--- src/sv/assert_macros.svh ---
// Assertion macros shared by the servo ramp RTL.
// Uses clk and rst_n from the including module; empty when SYNTH is set.
`ifndef ASSERT_MACROS_SVH
`define ASSERT_MACROS_SVH
`ifndef SYNTH
`define MSR_ASSERT(lbl, cond) \
  lbl: assert property (@(posedge clk) disable iff (!rst_n) (cond)) \
    else $error("assertion failed");
`define MSR_ASSERT_IMP(lbl, ante, cons) \
  lbl: assert property (@(posedge clk) disable iff (!rst_n) (ante) |-> (cons)) \
    else $error("assertion failed");
`else
`define MSR_ASSERT(lbl, cond)
`define MSR_ASSERT_IMP(lbl, ante, cons)
`endif
`endif

--- src/sv/msr_pkg.sv ---
// Shared types and constants for the multi-servo ramp block.
// No dependencies.
`timescale 1ns / 1ps
package msr_pkg;
  localparam int MAX_SERVOS_DEF = 16;
  localparam int CHAN_LIMIT = 16;
  localparam int DIV_LONG = 49;
  localparam int DIV_CW = 6;
  // pulse scaling: |angle * span| < 2^27, divided by 1800 through a reciprocal
  localparam int PULSE_PW = 27;
  localparam logic [27:0] PULSE_RECIP = 28'd152709949;  // ceil(2^38 / 1800)
  localparam int PULSE_SHIFT = 38;
  localparam logic signed [17:0] MIRROR_BASE = 18'sd1800;
  localparam logic signed [16:0] DEG_ROUND = 17'sd5;
  localparam logic [15:0] DEG_RECIP = 16'd52429;  // ceil(2^19 / 10)
  localparam int DEG_SHIFT = 19;

  typedef enum logic [1:0] {
    CMD_MOVE = 2'd0, CMD_TICK = 2'd1, CMD_DETACH = 2'd2, CMD_CALIB = 2'd3
  } cmd_t;

  typedef enum logic [1:0] {
    GM_IDLE = 2'd0, GM_MOVING = 2'd1, GM_DETACHED = 2'd2
  } gmode_t;

  localparam logic CFG_ACTIVE = 1'b0;
  localparam logic CFG_MODE = 1'b1;

  typedef struct packed {
    logic signed [15:0] cur;
    logic signed [15:0] goal;
    logic signed [15:0] sang;
    logic [31:0]        stime;
    logic [31:0]        len;
    logic [11:0]        pl;
    logic [11:0]        ph;
    logic signed [15:0] ll;
    logic signed [15:0] lh;
    logic signed [11:0] trim;
    logic               mir;
  } rec_t;

  localparam rec_t REC_RESET = '{
    cur: 16'sd0, goal: 16'sd0, sang: 16'sd0, stime: 32'd0, len: 32'd0,
    pl: 12'd150, ph: 12'd600, ll: 16'sd0, lh: 16'sd1800, trim: 12'sd0, mir: 1'b0
  };
endpackage

--- src/sv/msr_mem.sv ---
// Per-channel state table: one synchronous memory, read data registered and valid in the cycle after rd_en.
// Entries never written read as the reset record (msr_pkg).
`timescale 1ns / 1ps
`include "assert_macros.svh"
module msr_mem #(
  parameter int DEPTH = msr_pkg::MAX_SERVOS_DEF,
  parameter int AW = 4
) (
  input  logic              clk,
  input  logic              rst_n,
  input  logic              rd_en,
  input  logic [AW-1:0]     rd_addr,
  output msr_pkg::rec_t     rd_data,
  input  logic              wr_en,
  input  logic [AW-1:0]     wr_addr,
  input  msr_pkg::rec_t     wr_data
);
  msr_pkg::rec_t mem_r [DEPTH];
  msr_pkg::rec_t rdata_r;
  logic [DEPTH-1:0] vld_r;
  logic rvld_r;

  always_ff @(posedge clk) begin
    if (wr_en) begin
      mem_r[wr_addr] <= wr_data;
    end
    if (rd_en) begin
      rdata_r <= mem_r[rd_addr];
    end
  end

  always_ff @(posedge clk) begin
    if (!rst_n) begin
      vld_r <= '0;
      rvld_r <= 1'b0;
    end else begin
      if (wr_en) begin
        vld_r[wr_addr] <= 1'b1;
      end
      if (rd_en) begin
        rvld_r <= vld_r[rd_addr];
      end
    end
  end

  assign rd_data = rvld_r ? rdata_r : msr_pkg::REC_RESET;

  // sequencer never reads an entry in the cycle it writes it
  `MSR_ASSERT(a_no_rw_same, !(rd_en && wr_en && rd_addr == wr_addr))
endmodule

--- config.mk ---
export PLATFORM = sky130hd
export DESIGN_NAME = msr_mem
export DESIGN_NICKNAME = d
export VERILOG_FILES = /design/src/sv/msr_pkg.sv /design/src/sv/msr_mem.sv
export VERILOG_INCLUDE_DIRS = /design/src /design/src/sv
export SDC_FILE = /design/constraint.sdc
export NUM_CORES = 2
export LEC_CHECK = 0
export ABC_AREA = 1
export ABC_CLOCK_PERIOD_IN_PS = 11200
export BUFFER_PORTS_ARGS = -buffer_cell sky130_fd_sc_hd__buf_2
export CORE_ASPECT_RATIO = 1.75
export CORE_MARGIN = 4
export CORE_UTILIZATION = 31
export DETAILED_ROUTE_END_ITERATION = 8
export PLACE_DENSITY = 0.56
export SLEW_MARGIN = 20
export SYNTH_ARGS = -nofsm -noshare
export SYNTH_HDL_FRONTEND = slang
export SYNTH_SLANG_ARGS = --single-unit
--- constraint.sdc ---
create_clock -name clk -period 11.2 [get_ports clk]
set_input_delay 0.56 -clock clk [delete_from_list [all_inputs] [get_ports clk]]
set_output_delay 0.56 -clock clk [all_outputs]
set_load 0.01 [all_outputs]
======== Yosys cells after proc, flatten, opt, wreduce, memory -nomap -nowiden ========
Memory sizes are Yosys's and may differ from the RTL's. A register that Yosys moved wholly into a read port is not among the register bits.
Index checks and enable logic that the tools add are counted.
word-level totals
  register bits after elaboration ......... 17
  bits in latches ......................... 0
  bits in writable memories ............... 2,896
  ROM bits ................................ 0
  input bits .............................. 193
  logic and storage cells ................. 15
  memories ................................ 1
memories
  memory  words  width  rd ports  clocked after Yosys merged registers in  wr ports  RTL line       source
  mem_r   16     181    1         1                                        1         msr_mem.sv:18  msr_pkg::rec_t mem_r [DEPTH];
cells by class
  add/sub/neg operators ................... 0
  $mul .................................... 0
  div/mod/pow operators ................... 0
  $lt $le $gt $ge ......................... 3
  eq/ne operators ......................... 0
  shift operators ......................... 0
  muxes and demuxes ....................... 7
  bitwise gates (word level) .............. 1
  reduce and logical (&&, ||, !) cells .... 1
operators with widths
  operator                                                     number
  2-to-1 mux 181 bit                                           1
  bitwise OR 16 bit                                            1
  less-than comparator 4 x 5 -> 1 bit (second input constant)  2
  binary-select mux 1 bit (select 4 bit)                       1
  demux 1 bit (select 4 bit)                                   1
  >= comparator 4 x 1 -> 1 bit (second input constant)         1
  2-to-1 mux 1 bit                                             4
  logical AND 1 bit                                            1

======== Depth between registers and ports, before layout ========
  word-level depth ........................ 5
  mapped depth ............................ 13
  depth with buffers taken out ............ 9

======== Worst setup path after synthesis ========
Ideal clock, no wire load.
  kind .................................... input to register
  from .................................... input wr_en
  to ...................................... memory mem_r[12][0] in the netlist's numbering (enable)
  arrival ................................. 8,394 ps
  required time ........................... 10,474 ps
  slack ................................... 2,080 ps
  stages .................................. 4
  buffers on the path ..................... 0
  cell sequence ........................... inv_1 nor3_1 inv_1 nor2_1
between the ends
  longest elaborated chain between the ends .. 2
ends and longest elaborated chain
  what                                    RTL line       source
  start, declared                         msr_mem.sv:14  input logic wr_en,
  2-to-1 mux 1 bit                        msr_mem.sv:24  if (wr_en) begin
  2-to-1 mux 1 bit (implied by the code)  msr_mem.sv:25  mem_r[wr_addr] <= wr_data;
  end, declared                           msr_mem.sv:18
Every way passes these cells.

==> impl_metrics.ini <==
[run_status]
outcome = complete, no violations

[power]
p_int_uw = 19100
p_leak_uw = 0.0461
switching_share_pct = 22.4
peakVddDrop_uv = 104
power_frac_seq_pct = 53.4
p_per_area_mw_per_mm2 = 177
p_sw_uw = 5490
clkPwrFrac_pct = 40.8
p_comb_share_pct = 5.8

[clock_tree]
cts_tree = built
cts_max_level = 5
path_clk_slew_ns = 0.07
cts_hold_buf = 139
root_buffer = clkbuf_16
clkLatencyLatePin_ns = 0.88
cts_made_buffers = 295
clock_path_buffers = 4
ctsResizeCount = 0
post_cts_buffers = 0
clock-sinks = 3094

[timing]
fmaxAchievable_mhz = 229
worst_pin_slew_ns = 1.40
min_period_ns = 4.37
rsz0062_at_grt = false
hold_viol_final = 0
finalSetupViolCount = 0
finalSetupTns_ns = 0
slew_viol_final = 0
post-route-period-util_pct = 39.0
maxSlewHeadroom_pct = 6.45
fin_skew_ns = 0.0753

[setup_path]
worstPathArrival_ns = 3.81
required_ns = 10.64
r2r_slack_ns = 9.21
start_kind = register
end_kind = output port
crit_type = reg2out
critPathMaxFanout = 51

[placement]
gp_congestion = 0.748
placed_cells = 14200
hpwl_um = 178000
portBuffers = 373

[detailed_routing]
dr.pass1.iters = 7
ant_nets = 0
routedWlPerCell_um = 24.2
vias = 76200
wl_um = 359000
drt_iter0_markers = 6834
viasPerCell = 5.12
drc = 0

[floorplanning]
start_util_pct = 31.2
row_count = 302
die_area_mm2 = 0.399
die_w_um = 479
io_pins = 374
core_area_mm2 = 0.387
die_y_um = 833

[synth]
syn_inst = 9126
syn_area_mm2 = 0.121
synth_compound_area_share_pct = 10.3
synthSimpleGateAreaFrac_pct = 9.83
synthAdderAreaFrac_pct = 0
synth_xor_area_share_pct = 0
syn_area_per_cell_um2 = 13.2
synthMuxAreaShare_pct = 0
ys_seq_area_share_pct = 76.9
synth_area_leader_cell = edfxtp_1
synth_top_area_share_pct = 76.6
syn_nets = 9319
yosys-top-cells-area = edfxtp_1 (77%), nor2_1 (6.1%), o21ai_0 (5.9%)
yosys_warnings = 0
synth.distinct_cells = 21
synth_top_family_by_area = compound AO/OA/AOI/OAI gates
ys_ff_latch = 3094

[flow_run]
drv_cap = 0

[grt]
antenna_found_initial = 93
grt_pass1_wl_um = 520000
grtUsageTotal_pct = 17.4
grt_pass1_vias = 75500
gr-total-overflow = 0
grt_max_degree = 287

[cells_and_area]
stdcell_count = 14900
drive_gt1_share_pct = 9.76
layout.nets = 9630
syn2layout_area_growth_pct = 15.0

[hold_path]
hp-class = in2reg
-- worst max-delay path, cell delays in order, from the launching register on --
cell and delay (ns):
dfxtp_4 0.38, buf_4 0.39, buf_4 0.55, buf_4 0.73
nand2_1 0.52, inv_1 0.14, buf_2 0.14
-- per-layer routing --
metal,share of wire (%),up-vias,track usage (%)
met2,50,2544,30.2
met3,5.9,616,2.57
met5,0.068,-,0
met4,3.1,40,5.58
li1,-,33900,-
met1,41,39100,22.3
-- synth_stat cells (all sizes together) --
cell	instances
buf	254
clkbuf	372
dfxtp	17
edfxtp	3077
inv	184
nand2	809
nand3	277
nor2	1957
nor3	2
o211ai	479
o21a	2
o21ai	1439
o221ai	45
o22ai	200
or2	12
-- placed cells by master, fill, tap and decap left out, types with 16 or more instances in the layout --
master	count
buf_12	29
buf_2	368
buf_4	95
bufinv_16	28
clkbuf_1	50
clkbuf_16	304
clkinv_1	58
clkinv_2	39
dfxtp_1	16
diode_2	42
dlygate4sd3_1	139
edfxtp_1	3077
inv_1	180
nand2_1	809
nand3_1	277
nor2_1	1941
nor2_4	16
o211ai_1	479
o21ai_0	1423
o21ai_1	16
o221ai_1	45
o22ai_1	200
-- power by group through the flow --
stage / registers (uW) / logic [uW] / clock network [uW]
floorplan: 13400 / 783 / 0
global placement: 13400 / 1350 / 0
detailed placement: 13400 / 1380 / 0
CTS: 13100 / 1440 / 10200
global route: 13100 / 1580 / 10700
finish: 13100 / 1420 / 10000
-- state kept, by name (all words and copies together), names as in the netlist --
register,cells
rdata_r,181
vld_r,16
rvld_r,1
mem_r,2896
-- worst paths after layout --
| check | to | from | cells past startpoint |
|---|---|---|---|
| worst max-delay path | rd_data[149] | rvld_r$_SDFFE_PN0P_ | 6 |
| worst min-delay path | mem_r[2][110]$_DFFE_PP_ | wr_data[110] | 1 |
| worst max register to register | rvld_r$_SDFFE_PN0P_ | rvld_r$_SDFFE_PN0P_ | 6 |
| worst min register to register | vld_r[4]$_SDFFE_PN0P_ | vld_r[4]$_SDFFE_PN0P_ | 2 |
-- cell type report --
class,count,area (um^2)
Inverter,184,729
Fill cell,37200,248000
Sequential cell,3094,92700
Tap cell,5168,6470
Antenna cell,42,105
Clock buffer,354,7790
Multi-Input combinational cell,5222,24400
Clock inverter,162,1700
Timing Repair Buffer,640,4700
-- cells by family after synthesis --
kind of cell    Yosys count
flops                  3094
simple gates           3057
compound gates         2165
buf+inv                 810
-- per-stage QoR --
| stage | worst slack (ns) | hold WS, ns | utilization (%) | cell area (um^2) | power [uW] |
|---|---|---|---|---|---|
| detailed placement | 6.47 | 0.458 | 33.0 | 128000 | 14800 |
| finish | 6.83 | 0.0820 | 35.8 | 139000 | 24600 |
| CTS | 6.51 | 0.000415 | 35.8 | 138000 | 24800 |
| floorplan | 2.08 | 0.440 | - | 121000 | 14100 |
| global placement | 6.42 | 0.452 | 33.0 | 128000 | 14700 |
| global route | 6.58 | 0.0376 | 35.8 | 139000 | 25400 |
Note: power is estimated with default switching activity, not from simulation.
