**src/sv/assert_macros.svh**
```systemverilog
// Assertion macros shared by the servo ramp RTL.
// Uses clk and rst_n from the including module; empty when SYNTH is set.
`ifndef ASSERT_MACROS_SVH
`define ASSERT_MACROS_SVH
`ifndef SYNTH
`define MSR_ASSERT(lbl, cond) \
  lbl: assert property (@(posedge clk) disable iff (!rst_n) (cond)) \
    else $error("assertion failed");
`define MSR_ASSERT_IMP(lbl, ante, cons) \
  lbl: assert property (@(posedge clk) disable iff (!rst_n) (ante) |-> (cons)) \
    else $error("assertion failed");
`else
`define MSR_ASSERT(lbl, cond)
`define MSR_ASSERT_IMP(lbl, ante, cons)
`endif
`endif

```
**src/sv/msr_pkg.sv**
```systemverilog
// Shared types and constants for the multi-servo ramp block.
// No dependencies.
`timescale 1ns / 1ps
package msr_pkg;
  localparam int MAX_SERVOS_DEF = 16;
  localparam int CHAN_LIMIT = 16;
  localparam int DIV_LONG = 49;
  localparam int DIV_CW = 6;
  // pulse scaling: |angle * span| < 2^27, divided by 1800 through a reciprocal
  localparam int PULSE_PW = 27;
  localparam logic [27:0] PULSE_RECIP = 28'd152709949;  // ceil(2^38 / 1800)
  localparam int PULSE_SHIFT = 38;
  localparam logic signed [17:0] MIRROR_BASE = 18'sd1800;
  localparam logic signed [16:0] DEG_ROUND = 17'sd5;
  localparam logic [15:0] DEG_RECIP = 16'd52429;  // ceil(2^19 / 10)
  localparam int DEG_SHIFT = 19;

  typedef enum logic [1:0] {
    CMD_MOVE = 2'd0, CMD_TICK = 2'd1, CMD_DETACH = 2'd2, CMD_CALIB = 2'd3
  } cmd_t;

  typedef enum logic [1:0] {
    GM_IDLE = 2'd0, GM_MOVING = 2'd1, GM_DETACHED = 2'd2
  } gmode_t;

  localparam logic CFG_ACTIVE = 1'b0;
  localparam logic CFG_MODE = 1'b1;

  typedef struct packed {
    logic signed [15:0] cur;
    logic signed [15:0] goal;
    logic signed [15:0] sang;
    logic [31:0]        stime;
    logic [31:0]        len;
    logic [11:0]        pl;
    logic [11:0]        ph;
    logic signed [15:0] ll;
    logic signed [15:0] lh;
    logic signed [11:0] trim;
    logic               mir;
  } rec_t;

  localparam rec_t REC_RESET = '{
    cur: 16'sd0, goal: 16'sd0, sang: 16'sd0, stime: 32'd0, len: 32'd0,
    pl: 12'd150, ph: 12'd600, ll: 16'sd0, lh: 16'sd1800, trim: 12'sd0, mir: 1'b0
  };
endpackage

```
**src/sv/msr_div.sv**
```systemverilog
// Restoring unsigned divider, one quotient bit per cycle, 49-bit dividend.
// Uses msr_pkg.
`timescale 1ns / 1ps
`include "assert_macros.svh"
module msr_div (
  input  logic                          clk,
  input  logic                          rst_n,
  input  logic                          start,
  input  logic [msr_pkg::DIV_LONG-1:0]  dividend,
  input  logic [31:0]                   divisor,
  output logic                          busy,
  output logic                          done,
  output logic [msr_pkg::DIV_LONG-1:0]  quot,
  output logic                          rem_nz
);
  localparam int DW = msr_pkg::DIV_LONG;

  logic [DW-1:0] acc_r, acc_nxt;
  logic [32:0] rem_r, rem_nxt;
  logic [31:0] dvs_r, dvs_nxt;
  logic [msr_pkg::DIV_CW-1:0] cnt_r, cnt_nxt;
  logic busy_r, busy_nxt, done_r, done_nxt;
  logic [32:0] rem_sh, rem_sub;

  always_comb begin
    rem_sh = {rem_r[31:0], acc_r[DW-1]};
    rem_sub = rem_sh - {1'b0, dvs_r};
    acc_nxt = acc_r;
    rem_nxt = rem_r;
    dvs_nxt = dvs_r;
    cnt_nxt = cnt_r;
    busy_nxt = busy_r;
    done_nxt = 1'b0;
    if (start) begin
      acc_nxt = dividend;
      rem_nxt = '0;
      dvs_nxt = divisor;
      cnt_nxt = msr_pkg::DIV_CW'(msr_pkg::DIV_LONG);
      busy_nxt = 1'b1;
    end else if (busy_r) begin
      if (rem_sh >= {1'b0, dvs_r}) begin
        rem_nxt = rem_sub;
        acc_nxt = {acc_r[DW-2:0], 1'b1};
      end else begin
        rem_nxt = rem_sh;
        acc_nxt = {acc_r[DW-2:0], 1'b0};
      end
      cnt_nxt = cnt_r - 1'b1;
      if (cnt_r == msr_pkg::DIV_CW'(1)) begin
        busy_nxt = 1'b0;
        done_nxt = 1'b1;
      end
    end
  end

  always_ff @(posedge clk) begin
    if (!rst_n) begin
      busy_r <= 1'b0;
      done_r <= 1'b0;
      cnt_r <= '0;
    end else begin
      busy_r <= busy_nxt;
      done_r <= done_nxt;
      cnt_r <= cnt_nxt;
    end
    acc_r <= acc_nxt;
    rem_r <= rem_nxt;
    dvs_r <= dvs_nxt;
  end

  assign busy = busy_r;
  assign done = done_r;
  assign quot = acc_r;
  assign rem_nz = |rem_r;

  `MSR_ASSERT_IMP(a_start_idle, start, !busy_r)
  `MSR_ASSERT_IMP(a_done_idle, done_r, !busy_r)
endmodule

```
**config.mk**
```make
export PLATFORM = sky130hd
export DESIGN_NAME = msr_div
export DESIGN_NICKNAME = d
export VERILOG_FILES = /design/src/sv/msr_pkg.sv /design/src/sv/msr_div.sv
export VERILOG_INCLUDE_DIRS = /design/src /design/src/sv
export SDC_FILE = /design/constraint.sdc
export NUM_CORES = 1
export LEC_CHECK = 0
export ABC_AREA = 1
export BUFFER_PORTS_ARGS = -buffer_cell sky130_fd_sc_hd__buf_2
export CAP_MARGIN = 20
export CORE_ASPECT_RATIO = 0.6
export CORE_MARGIN = 2
export CORE_UTILIZATION = 62
export DETAILED_ROUTE_END_ITERATION = 10
export GPL_TIMING_DRIVEN = 0
export HOLD_SLACK_MARGIN = 0.12
export PLACE_DENSITY = 0.84
export SYNTH_ARGS = -nofsm -noshare
export SYNTH_HDL_FRONTEND = slang
export SYNTH_SLANG_ARGS = --single-unit
```
**constraint.sdc**
```tcl
create_clock -name clk -period 5 [get_ports clk]
set_input_delay 0.25 -clock clk [delete_from_list [all_inputs] [get_ports clk]]
set_output_delay 0.25 -clock clk [all_outputs]
set_load 0.02 [all_outputs]
```
=== After elaboration in Yosys (flattened, before gate mapping) ===
Index checks and enable logic that the tools add are counted.

* Bits in registers: 122
* Bits of input ports: 84
* Word-level logic and storage cells: 27

* Magnitude comparators: 1
* Add/sub/neg operators: 2
* Bitwise gates (word level): 2
* Equality and inequality tests: 1
* Reduce and logical (&&, ||, !) cells: 4
* Mux-type cells: 10

{| class="wikitable"
|+ Operator list
! cell !! count
|-
| 49-bit 2-to-1 mux || 2
|-
| 33-bit by 32-bit greater-or-equal comparator with 1-bit output || 1
|-
| 33-bit 2-to-1 mux || 1
|-
| 33-bit OR reduction || 1
|-
| 33-bit by 32-bit subtractor with 33-bit output || 1
|-
| 6-bit 2-to-1 mux || 2
|-
| 6-bit by 1-bit == test with 1-bit output, second input constant || 1
|-
| 6-bit by 1-bit subtractor with 6-bit output, second input constant || 1
|-
| 1-bit 2-to-1 mux || 5
|-
| 3-bit OR reduction || 1
|-
| 1-bit inverter || 2
|-
| 2-bit nonzero test || 1
|-
| 2-bit OR reduction || 1
|}

=== Depth between registers and ports, before layout ===
* Depth after elaboration: 4
* Mapped depth: 17
* Depth with buffers taken out: 16

=== Least setup slack after synthesis ===
Ideal clock, no wire load.

* Path kind: flip-flop to flip-flop
* Start: register busy_r, in the netlist busy
* End: register acc_r[0], in the netlist quot[0] (enable)
* Buffers on the path: 2
* Arrival: 1.985 ns
* Stages on the path, launching flop included: 5
* Required time: 4.597 ns
* Setup slack: 2.611 ns
* Cell sequence: dfxtp_1 -> clkbuf_1 -> nor2_1 -> clkbuf_1 -> inv_1

* Word-level cells in the longest chain between the ends: 1

{| class="wikitable"
|+ Ends and longest elaborated chain
! what !! line !! RTL
|-
| start, declared || msr_div.sv:22 || <nowiki>logic busy_r, busy_nxt, done_r, done_nxt;</nowiki>
|-
| start signal, assigned || msr_div.sv:62 || <nowiki>busy_r <= busy_nxt;</nowiki>
|-
| 2-bit nonzero test (no source line) || -- ||
|-
| end signal, assigned || msr_div.sv:66 || <nowiki>acc_r <= acc_nxt;</nowiki>
|-
| end, declared || msr_div.sv:18 || <nowiki>logic [DW-1:0] acc_r, acc_nxt;</nowiki>
|}

Every way passes these cells.
A chain may end at the register's enable or synchronous reset.

=== Worst setup path after layout ===
* Start: register acc_r[48], in the netlist quot[48]
* End: register rem_r[32]

* Word-level cells in the longest chain between the ends: 2
* Elaborated cells on any way between the ends: 3

{| class="wikitable"
|+ Ends and longest elaborated chain
! what !! line !! RTL
|-
| 33-bit by 32-bit subtractor with 33-bit output / 33-bit by 32-bit greater-or-equal comparator with 1-bit output (equally long branches) || msr_div.sv:27, msr_div.sv:41 ||
|-
| 33-bit 2-to-1 mux * || msr_div.sv:41 || <nowiki>if (rem_sh >= {1'b0, dvs_r}) begin</nowiki>
|-
| end signal, assigned || msr_div.sv:67 || <nowiki>rem_r <= rem_nxt;</nowiki>
|-
| end, declared || msr_div.sv:19 || <nowiki>logic [32:0] rem_r, rem_nxt;</nowiki>
|}

Mark *: on every way between the ends. The rest lies on a longest branch, timed or not.

==> results.md <==
- The flow ran to the end, and the final reports show no timing, DRC or antenna violations.
- The final route contains 8,758 vias.
- Synthesis inferred 122 register bits.
- The leakage power summed over all cells is 5.38 nW.
- Once the clock tree was built, the resizer swapped 0 gates to a different size.
- The area fraction of the dominant cell type after synthesis is 0.310.
- The complex-gate fraction of the synthesized area is 0.0206.
- The clock sink count is 122.
- For the worst setup path, the data required time is 5360 ps.
- The first-pass GRT wire length is 42.6 mm.
- After detailed routing, the number of remaining DRC violations is 0.
- After clock tree synthesis, the clock-pin slew on the worst setup and hold paths is 60 ps.
- In the global route stage, met2 resource usage came out at 0.591.
- Counting flops with an async set or reset pin after synthesis yields a share of 0.
- Of the total synthesized cell area, the portion taken by AND, OR, NAND and NOR gates is 0.374.
- The initial core utilization is 0.642.
- The maximum buffer depth of the clock tree is 2.
- The path depth of the worst reg2reg path is 12.
- The worst setup path is of the reg -> reg kind.
- The combinational family with the most area after synthesis is simple AND/OR/NAND/NOR gates.
- The initial antenna violation count came to 0.
- Of all nets on the critical path, the largest fanout is 3.
- From bottom edge to top edge, the die measures 91.1 um.
- The final standard cell utilization of the core is 0.824.
- The combinational share of power is 0.157.
- The count of nets after finishing is about 1,500.
- The post-synthesis cell type with the largest combined area is sky130_fd_sc_hd__edfxtp_1.
- Entering global routing, the biggest net connects 44 pins.
- Sorting the synthesized cells by how often they occur yields sky130_fd_sc_hd__nand2_1, sky130_fd_sc_hd__inv_1, sky130_fd_sc_hd__edfxtp_1.
- The routed length per placed instance is 18.1 um.
- The worst register-to-register path has a setup slack of 2270 ps.
- The row count is 31.
- The count of final setup violators is 0.
- In this run the standard cell core region covers ~12,000 sq um.
- The H-tree was split into 4 levels.
- For the final routed database, the setup TNS stands at 0 ps.
- The clock tree from TritonCTS is yes.
- The top achievable clock speed is roughly 0.37 GHz.
- The first detailed-routing pass took 8 iterations.
- By area the synthesized netlist is led by sky130_fd_sc_hd__edfxtp_1, sky130_fd_sc_hd__nand2_1, sky130_fd_sc_hd__dfxtp_1.
- Of the total power, registers draw 0.405.
- The via count of the first global-routing pass is between 8,000 and 9,000.
- The global routing stage identified its most utilized layer as met2.
- The power density over the cells is ~290 nW/um^2.
- Headroom to the max-slew limit came out at 0.392.
- The number of antenna diodes in the final layout is 0.
- Setup repair after global routing left no endpoint under its margin.
- In the final layout, the share of cells above drive strength 1 is 0.148.
- The total half-perimeter wirelength after legalization and detailed placement is 18.1 mm.
- The detailed router's first-iteration violation count is between 1,000 and 1,500.
- The setup skew after layout is 12.1 ps.
- The area of the die is ~14,000 sq um.
- The source-to-sink clock delay at the later pin of the worst-skew pair is 430 ps.
- The final worst-path cycle share is 0.545.
- The sum of routed wire length over all layers is 27.9 mm.
- In this run the critical register-to-register path is launched from quot[48].
- The netlist area before placement is slightly below 8000 sq um.
- The floorplan die width is 149 um.
- The count of buffers inserted at the top-level ports is about 140.
- Of the total power, the share spent switching nets is 0.295.
- The net count after synthesis is 1,253.
- For the finished layout, the period the worst path requires is 2730 ps.
- In this run the remaining antenna-violating nets after routing total 0.
- The count of pins over their slew limit came to 0.
- The portion of the post-synthesis area used by sequential elements is 0.415.
- The weighted congestion at the end of routability-driven global placement is 0.998.
- The number of top-level pins is 136.
- For met1 alone, demand over resource in global routing was 0.575.
- The cell with the most instances after synthesis is sky130_fd_sc_hd__nand2_1.
- The share of total power dissipated in the clock network is 0.438.
- Data arrives at the worst endpoint at 3090 ps.
- The synthesized design contains a little over 80 enable-type register cells.
- The filler cell count in the final layout is ~800.
- The source of the worst hold timing path is dividend[45].
- The slew at the pin closest to its max-slew limit is 912 ps.
- The worst hold path was traced through 3 stages.
- The number of max-cap violations is 0.
- VDD sags by at most 0.267 mV.
- Using the TritonRoute via totals, the vias-per-cell ratio works out to ~5.7.
- Measured against the total synthesized area, the mux share comes to 0.
- The hold violation total from the final report is 0.
- The critical path capture point type is a register.
- The endpoint identified for the worst register-to-register timing path is rem_r[32].
- In this run the worst hold path is classified as in -> reg.
- During synthesis, Yosys emitted a total of 0 warnings.
- Summing internal, switching and leakage power gives 2.95 mW.
- The signed area change from the synthesized netlist to the final layout is 28.2%.
- Of the total synthesized cell area, the portion taken by full adders, half adders and majority gates is 0.0568.
- The synthesized netlist contains 34 unique library cells.
- The total global-route track usage is 0.413.
- Cell internal power was estimated by the tool at 2.08 mW.
- For hold timing, the worst endpoint is quot[45].
- The cell count after synthesis is 1,134.
- The average instance in the mapped netlist occupies roughly 6.9 sq um.
- In this run the power spent charging and discharging nets is 871 uW.
- The worst setup path is launched from a register.
- The most used flip-flop cell after synthesis is sky130_fd_sc_hd__edfxtp_1.
- In this run, placement finished with an instance count of 1,435.
- Leaving out filler cells and counting taps, the final layout contains 1,538.
- Summed over all layers, the global routing overflow is 0.
- Counting the buffers created by CTS gives 17.
- The post-synthesis share of cell area spent on xor and xnor gates is 0.0179.
- The cell sitting at the root of the clock tree is a sky130_fd_sc_hd__clkbuf_16.
- For this run, global-route usage on met3 was measured as 0.173.
[power by group through the flow]
stage               sequential [mW]  clock [mW]  combinational [mW]
finish                         1.20        1.29               0.462
global route                   1.20        1.33               0.491
CTS                            1.19        1.27               0.431
detailed placement             1.21           0               0.384
global placement               1.21           0               0.373
floorplan                      1.26           0               0.180
[layout make-up]
type                            count  area (sq um)  area share
Clock buffer                       17           425      0.0423
Clock inverter                     15           176      0.0175
Tap cell                          165           206      0.0205
Buffer                             31           150      0.0149
Multi-Input combinational cell    777          3680       0.366
Sequential cell                   122          3250       0.323
Inverter                          204           766      0.0761
Timing Repair Buffer              207          1410       0.140
[per-layer routing]
metal | part of all wire | up-vias
li1 | - | 3990
met1 | 0.40 | 3947
met2 | 0.41 | 718
met3 | 0.17 | 103
met4 | 0.029 | 0
met5 | 0 | -
[what timing repair did]
action,CTS,global route
endpoints found under the hold margin,73,0
setup buffers,0,0
hold buffers,71,0
setup endpoints to repair,0,0
[worst max-delay path, cell delays in order (launching register included)]
cell and delay (ps):
sky130_fd_sc_hd__edfxtp_1 340, sky130_fd_sc_hd__inv_1 100, sky130_fd_sc_hd__ha_1 270, sky130_fd_sc_hd__fa_1 560, sky130_fd_sc_hd__nor2_1 220, sky130_fd_sc_hd__o21ai_0 120, sky130_fd_sc_hd__nand2_1 160, sky130_fd_sc_hd__nand2_1 70
sky130_fd_sc_hd__nand2_1 250, sky130_fd_sc_hd__nand2_1 100, sky130_fd_sc_hd__nand2_1 210, sky130_fd_sc_hd__a21oi_1 100, sky130_fd_sc_hd__a21oi_1 150
[cells in the final DEF (no fill, tap or decap), types with 2 or more instances in the layout]
cell	instances
sky130_fd_sc_hd__bufinv_16	2
sky130_fd_sc_hd__and2_1	4
sky130_fd_sc_hd__nor2_4	2
sky130_fd_sc_hd__inv_2	8
sky130_fd_sc_hd__buf_6	3
sky130_fd_sc_hd__nand3b_1	10
sky130_fd_sc_hd__nor4_1	3
sky130_fd_sc_hd__nand3_1	55
sky130_fd_sc_hd__dfxtp_1	41
sky130_fd_sc_hd__ha_1	34
sky130_fd_sc_hd__nor2_2	3
sky130_fd_sc_hd__nand2_1	507
sky130_fd_sc_hd__inv_6	6
sky130_fd_sc_hd__inv_8	3
sky130_fd_sc_hd__xnor2_1	14
sky130_fd_sc_hd__edfxtp_1	81
sky130_fd_sc_hd__nand3_2	2
sky130_fd_sc_hd__clkinv_4	2
sky130_fd_sc_hd__dlygate4sd3_1	71
sky130_fd_sc_hd__inv_1	195
sky130_fd_sc_hd__nand2_2	4
sky130_fd_sc_hd__buf_2	144
sky130_fd_sc_hd__nand4_1	43
sky130_fd_sc_hd__clkbuf_16	17
sky130_fd_sc_hd__clkbuf_1	19
sky130_fd_sc_hd__nor3_1	9
sky130_fd_sc_hd__a21oi_1	23
sky130_fd_sc_hd__xor2_1	2
sky130_fd_sc_hd__o21ai_0	5
sky130_fd_sc_hd__nor2_1	48
[worst max-delay path by stage]
stage               startpoint        end  slack [ps]  cells after the start
floorplan                 busy    quot[0]        2610                      4
global placement         start    quot[1]        1160                      5
detailed placement       start    quot[2]        2100                      6
CTS                  dvs_r[20]  rem_r[11]        2450                     11
global route          quot[48]  rem_r[32]        2170                     13
finish                quot[48]  rem_r[32]        2270                     12
[logic make-up after synthesis]
group | Yosys count
AOI/OAI and AO/OA | 31
xor gates and xnor gates | 16
adders and majority gates | 35
buffers and inverters | 235
DFF | 122
and+or+nand+nor | 695
[sequential cells by signal, indices dropped and copies added, names as in the netlist]
name	flops
rem_r	33
dvs_r	32
cnt_r	6
busy	1
done	1
quot	49
[per-stage QoR]
step	cell area [sq um]	hold slack, ps	setup WS, ps
after floorplan	7850	348	2610
after global placement	8730	426	1160
after detailed placement	8750	428	2100
after CTS	10100	123	2450
after global routing	10100	123	2170
final	10100	116	2270
Note: power is estimated with default switching activity, not from simulation.
